**src/rotation_compose_normalize_core_macros.svh**
```systemverilog
// ----------------------------------------------------------------------------
// Assertion macros for the rotation compose and normalize core.
// Each macro checks a property on the rising edge of i_clk, outside reset.
// ----------------------------------------------------------------------------
`ifndef ROTATION_COMPOSE_NORMALIZE_CORE_MACROS_SVH
`define ROTATION_COMPOSE_NORMALIZE_CORE_MACROS_SVH

// The consequence must hold in the same cycle as the condition.
`define RCN_ASSERT_IMP(lbl, cond, prop) \
    lbl: assert property (@(posedge i_clk) disable iff (!i_rst_n) \
        (cond) |-> (prop)) else $error("rcn check failed");

// The consequence must hold in the cycle after the condition.
`define RCN_ASSERT_NXT(lbl, cond, prop) \
    lbl: assert property (@(posedge i_clk) disable iff (!i_rst_n) \
        (cond) |=> (prop)) else $error("rcn check failed");

`endif

```
**src/rcn_pkg.sv**
```systemverilog
// ----------------------------------------------------------------------------
// rcn_pkg
// Shared widths, defaults and types of the rotation compose and normalize core.
// ----------------------------------------------------------------------------
package rcn_pkg;

    // Default number of fraction bits of the result format.
    localparam int FRAC_BITS_DEF = 14;

    // Magnitude of a normalized product part, and the sum of two squares.
    localparam int MAG_W = 32;
    localparam int RAD_W = 2 * MAG_W;

    // One result as it leaves the pipeline.
    typedef struct packed {
        logic        deg;
        logic [15:0] sin;
        logic [15:0] cos;
    } t_res;

endpackage

```
**src/rcn_div_pipe.sv**
```systemverilog
// ----------------------------------------------------------------------------
// rcn_div_pipe
// Pipelined rounded division of a scaled magnitude by the norm.
// ----------------------------------------------------------------------------
module rcn_div_pipe #(
    parameter int FRAC_BITS = rcn_pkg::FRAC_BITS_DEF,
    parameter int SIDE_W    = 1
) (
    input  logic                      i_clk,
    input  logic                      i_rst_n,
    input  logic                      i_en,
    input  logic                      i_vld,
    input  logic [rcn_pkg::MAG_W-1:0] i_mag,
    input  logic [rcn_pkg::MAG_W-1:0] i_norm,
    input  logic [SIDE_W-1:0]         i_side,
    output logic                      o_vld,
    output logic [FRAC_BITS:0]        o_quo,
    output logic [SIDE_W-1:0]         o_side
);

    localparam int STEPS = FRAC_BITS + 1;
    localparam int MW    = rcn_pkg::MAG_W;
    localparam int NUM_W = MW + STEPS;

    logic [NUM_W-1:0] w_num;

    logic              r_vld  [0:STEPS];
    logic [MW-1:0]     r_rem  [0:STEPS];
    logic [STEPS-1:0]  r_low  [0:STEPS];
    logic [STEPS-1:0]  r_quo  [0:STEPS];
    logic [MW-1:0]     r_norm [0:STEPS];
    logic [SIDE_W-1:0] r_side [0:STEPS];

    // Numerator with half the divisor added for round to nearest.
    assign w_num = NUM_W'({i_mag, {FRAC_BITS{1'b0}}}) + NUM_W'(i_norm >> 1);

    // The quotient fits in STEPS bits, so the top part starts below the norm.
    always_ff @(posedge i_clk) begin
        if (!i_rst_n) begin
            r_vld[0] <= 1'b0;
        end else if (i_en) begin
            r_vld[0] <= i_vld;
        end
    end

    always_ff @(posedge i_clk) begin
        if (i_en) begin
            r_rem[0]  <= w_num[NUM_W-1 -: MW];
            r_low[0]  <= w_num[STEPS-1:0];
            r_quo[0]  <= '0;
            r_norm[0] <= i_norm;
            r_side[0] <= i_side;
        end
    end

    // One restoring step per stage.
    for (genvar k = 0; k < STEPS; k++) begin : g_step
        logic [MW:0] w_t;
        logic [MW:0] w_d;
        logic        w_ge;

        assign w_t  = {r_rem[k], r_low[k][STEPS-1]};
        assign w_d  = w_t - {1'b0, r_norm[k]};
        assign w_ge = (w_t >= {1'b0, r_norm[k]});

        always_ff @(posedge i_clk) begin
            if (!i_rst_n) begin
                r_vld[k+1] <= 1'b0;
            end else if (i_en) begin
                r_vld[k+1] <= r_vld[k];
            end
        end

        always_ff @(posedge i_clk) begin
            if (i_en) begin
                r_rem[k+1]  <= w_ge ? w_d[MW-1:0] : w_t[MW-1:0];
                r_low[k+1]  <= r_low[k] << 1;
                r_quo[k+1]  <= {r_quo[k][STEPS-2:0], w_ge};
                r_norm[k+1] <= r_norm[k];
                r_side[k+1] <= r_side[k];
            end
        end
    end

    assign o_vld  = r_vld[STEPS];
    assign o_quo  = r_quo[STEPS];
    assign o_side = r_side[STEPS];

endmodule

```
**config.mk**
```make
export PLATFORM = sky130hd
export DESIGN_NAME = rcn_div_pipe
export DESIGN_NICKNAME = d
export VERILOG_FILES = /design/src/rotation_compose_normalize_core_macros.svh /design/src/rcn_pkg.sv /design/src/rcn_div_pipe.sv
export SDC_FILE = /design/constraint.sdc
export NUM_CORES = 2
export LEC_CHECK = 0
export BUFFER_PORTS_ARGS = -buffer_cell sky130_fd_sc_hd__buf_2
export CORE_MARGIN = 4
export CORE_UTILIZATION = 64
export DETAILED_ROUTE_END_ITERATION = 10
export PLACE_DENSITY_LB_ADDON = 0.15
export SLEW_MARGIN = 20
export SYNTH_ARGS = -nofsm -noshare
export SYNTH_HDL_FRONTEND = slang
export SYNTH_SLANG_ARGS = --single-unit
```
**constraint.sdc**
```tcl
create_clock -name i_clk -period 3.8 [get_ports i_clk]
set_input_delay 0.19 -clock i_clk [delete_from_list [all_inputs] [get_ports i_clk]]
set_output_delay 0.19 -clock i_clk [all_outputs]
set_load 0.01 [all_outputs]
```
==> results.py <==
metrics = {
    "clock_tree": {
        "clockBufferDepth": 3,
        "clock_latency_ns": 0.71,
        "htreeDepth": 3,
        "root_buffer": "clkbuf_16",
        "cts_tree": "yes",
        "clock-sinks": 1113,
        "path_clk_slew_ns": 0.06,
        "cts_buffers": 117,
    },
    "final_layout": {
        "layout-drive-gt1-share_pct": 15.6,
        "most-common-layout-cells": "edfxtp_1, inv_1, a21oi_1",
        "multiInputGateArea_um2": 29600,
        "area_delta_synth_final_pct": 15.2,
        "fill_cells": 6665,
        "mostFrequentLayoutCell": "edfxtp_1",
        "regArea_um2": 33400,
        "post_layout_nonfiller_instances": 7792,
        "n_antenna_cell": 0,
        "layout.nets": 6917,
    },
    "pwr": {
        "clockPowerShare_pct": 18.2,
        "p_leak_uw": 0.0319,
        "power.share.combinational_pct": 50.6,
        "internal_power_uw": 40400,
        "sw_frac_of_total_pct": 36.8,
        "netSwitchingPower_uw": 23600,
        "pwr-share-seq_pct": 31.3,
        "power.density_nw_per_um2": 850,
        "vdd_drop_max_v": 0.000495,
    },
    "logic_synthesis": {
        "synth_top_family_by_area": "compound AO/OA/AOI/OAI gates",
        "syn_area_um2": 65400,
        "syn_nets": 6412,
        "synth_compound_area_share_pct": 15.1,
        "synthSimpleGateAreaFrac_pct": 9.45,
        "async_flop_share_pct": 0,
        "synthCells": 5831,
        "ys_warn_count": 0,
        "synth_flop_cell": "edfxtp_1",
        "synthAdderAreaFrac_pct": 9.97,
        "ys_seq_elements": 1113,
        "ys_seq_area_share_pct": 51.1,
        "synth_edf_count": 1112,
        "avgSynthCellArea_um2": 11.2,
        "synth_xor_xnor_area_share_pct": 5.23,
        "synthDistinctLibCells": 96,
        "synth_mux_area_share_pct": 4.58,
    },
    "status": {
        "outcome": "completed",
    },
    "setup_path": {
        "worstSetupPathType": "flip-flop to flip-flop",
        "cp.arrival_ns": 4.24,
        "start_kind": "flip-flop",
        "worstPathRequired_ns": 4.26,
        "end_kind": "flip-flop",
        "worstRegToRegCells": 15,
        "rrSetupSlack_ns": 0.02,
        "worstReg2RegStart": "r_norm[1][99]",
        "crit_fanout": 8,
        "r2r_end": "r_rem[12][13]",
    },
    "grt": {
        "grt_pass1_wl_um": 242000,
        "grt_usage_pct": 28.5,
        "antenna_found_initial": 0,
        "grt-ovfl-total": 0,
        "grt_max_degree": 135,
        "grt_pass1_vias": 48892,
    },
    "hold_path": {
        "holdPathEnd": "r_rem[0][5]",
        "hold_path_class": "input pin to flip-flop",
        "hold_path_startpoint": "i_mag[6]",
        "whs_path_depth": 3,
    },
    "place": {
        "portBuffers": 85,
        "hpwl_um": 116000,
        "routabilityCongestion": 0.940,
        "dp.cells": 7474,
    },
    "floorplan": {
        "die_w_um": 328,
        "rows": 116,
        "die_area_um2": 107000,
        "chipHeight_um": 328,
        "ios": 86,
        "start_util_pct": 64.9,
        "core_area_um2": 101000,
    },
    "routing": {
        "wl_per_cell_um": 20.0,
        "post-route-drc-count": 0,
        "vias": 46515,
        "wl_um": 156000,
        "drt-initial-drc-count": 2826,
        "antenna_left": 0,
        "via_per_inst": 5.97,
        "first_pass_iters": 6,
    },
    "timing": {
        "setup_viol": 0,
        "finalCriticalPeriod_ns": 3.78,
        "fin_crit_sh_pct": 99.6,
        "tightest_slew_ns": 1.05,
        "clock-skew-final_ns": 0.0245,
        "rsz0062_at_grt": "yes",
        "fmax_mhz": 264,
        "hold-worst-slack_ns": 0.0847,
        "hold_viol": 0,
        "slew_violations": 0,
        "maxSlewHeadroom_pct": 28.3,
    },
    "job": {
        "drv_cap": 0,
    },
}
metrics by stage:
step	worst slack, ns	total power (uW)	instance area (um^2)	setup TNS [ns]	util, %
after floorplan	0.330	41700	65400	0	-
after global placement	-0.554	50200	69800	-20.88	69.3
after CTS	0.000000444	63100	74600	0	74.1
after detailed placement	-0.541	51000	69800	-24.07	69.3
after global routing	-0.106	67900	75300	-1.88	74.7
final	0.0171	64000	75300	0	74.7
metal layers:
metal  routed length (um)  vias to the layer above  GRT usage [%]  share of wire (%)
li1                     -                    22524              -                  -
met1                50400                    22120           24.9                 32
met2                86700                     1278           57.4                 56
met3                 4580                      593           2.77                2.9
met4                14300                        0           23.3                9.1
met5                    0                        -              0                  0
how the worst max path moves through the flow:
stage	cells after the start	endpoint	start
after floorplan	14	r_rem[13][10]	r_norm[1][129]
after global placement	11	r_rem[1][4]	r_rem[0][10]
after detailed placement	11	r_rem[1][12]	r_rem[0][10]
after CTS	15	r_rem[9][26]	r_norm[1][7]
after global routing	15	r_rem[12][16]	r_norm[1][99]
final	15	r_rem[12][13]	r_norm[1][99]
synthesized netlist by cell type (20+ instances only):
master | number | area, um^2
edfxtp_1 | 1112 | 33400
inv_1 | 598 | 2240
a21oi_1 | 538 | 2690
ha_1 | 497 | 6220
nor2_1 | 373 | 1400
nand2_1 | 297 | 1110
a21o_1 | 270 | 2030
o21ai_0 | 251 | 1260
xnor2_1 | 230 | 2010
mux2_2 | 205 | 2310
xor2_1 | 160 | 1400
clkbuf_1 | 96 | 360
nand3_1 | 93 | 465
nor2b_1 | 78 | 488
o21a_1 | 75 | 563
nor3_1 | 74 | 370
nand4_1 | 73 | 457
and3_1 | 69 | 432
nand2b_1 | 56 | 350
o21bai_1 | 50 | 375
a211oi_1 | 46 | 345
a31oi_1 | 35 | 219
o31ai_1 | 34 | 255
a21boi_0 | 32 | 240
buf_2 | 29 | 145
mux2i_1 | 28 | 280
mux2_4 | 26 | 390
and2_1 | 22 | 138
and4_1 | 22 | 193
nor4_1 | 21 | 131
or3_1 | 21 | 131
o211ai_1 | 20 | 150
state kept, by name, summed over array words and instances, names as in the netlist:
signal,flops
r_side,16
r_rem,480
r_vld,16
r_quo,120
r_norm,466
r_low,15
logic make-up (layout without fill, tap and decap cells):
logic type,after synthesis,count (layout)
mux,260,260
buf+inv,750,1354
fa+ha+maj,512,512
xor+xnor,390,390
compound gates,1543,1543
simple gates,1263,1263
flops,1113,1113
what timing repair did:
item | 4_1_cts | 5_1_grt
gates cloned | 1 | 1
setup endpoints to repair | 169 | 277
setup buffers | 7 | 26
resized for setup | 24 | 101
hold endpoints to repair | 80 | 0
pin swaps | 9 | 30
hold buffers | 65 | 0
worst max-delay path, stage by stage, from the launching register on:
cell	delay, ns
edfxtp_1	0.41
inv_1	0.14
ha_4	0.22
a21o_1	0.18
nand2_1	0.14
nand3_2	0.14
a2111oi_4	0.45
o31a_1	0.34
a21oi_2	0.12
a221oi_2	0.35
a21oi_2	0.13
nor3_4	0.20
buf_6	0.14
clkbuf_16	0.15
buf_12	0.13
mux2_4	0.30
power by group through the flow:
stage | sequential (uW) | clock [uW] | combinational (uW)
finish | 20000 | 11600 | 32400
global route | 20300 | 12300 | 35300
CTS | 20000 | 11800 | 31400
detailed placement | 20200 | 0 | 30800
global placement | 20100 | 0 | 30100
floorplan | 19500 | 0 | 22300
cell type report:
class / instances / share of cell area, %
well taps: 1357 / 2.26
clock inverters: 76 / 1.15
flip-flops and latches: 1113 / 44.4
inverters: 600 / 2.99
multi-input cells: 3968 / 39.3
repair buffers: 536 / 5.85
clock buffers: 142 / 4.04
(Power assumes the default switching activity.)
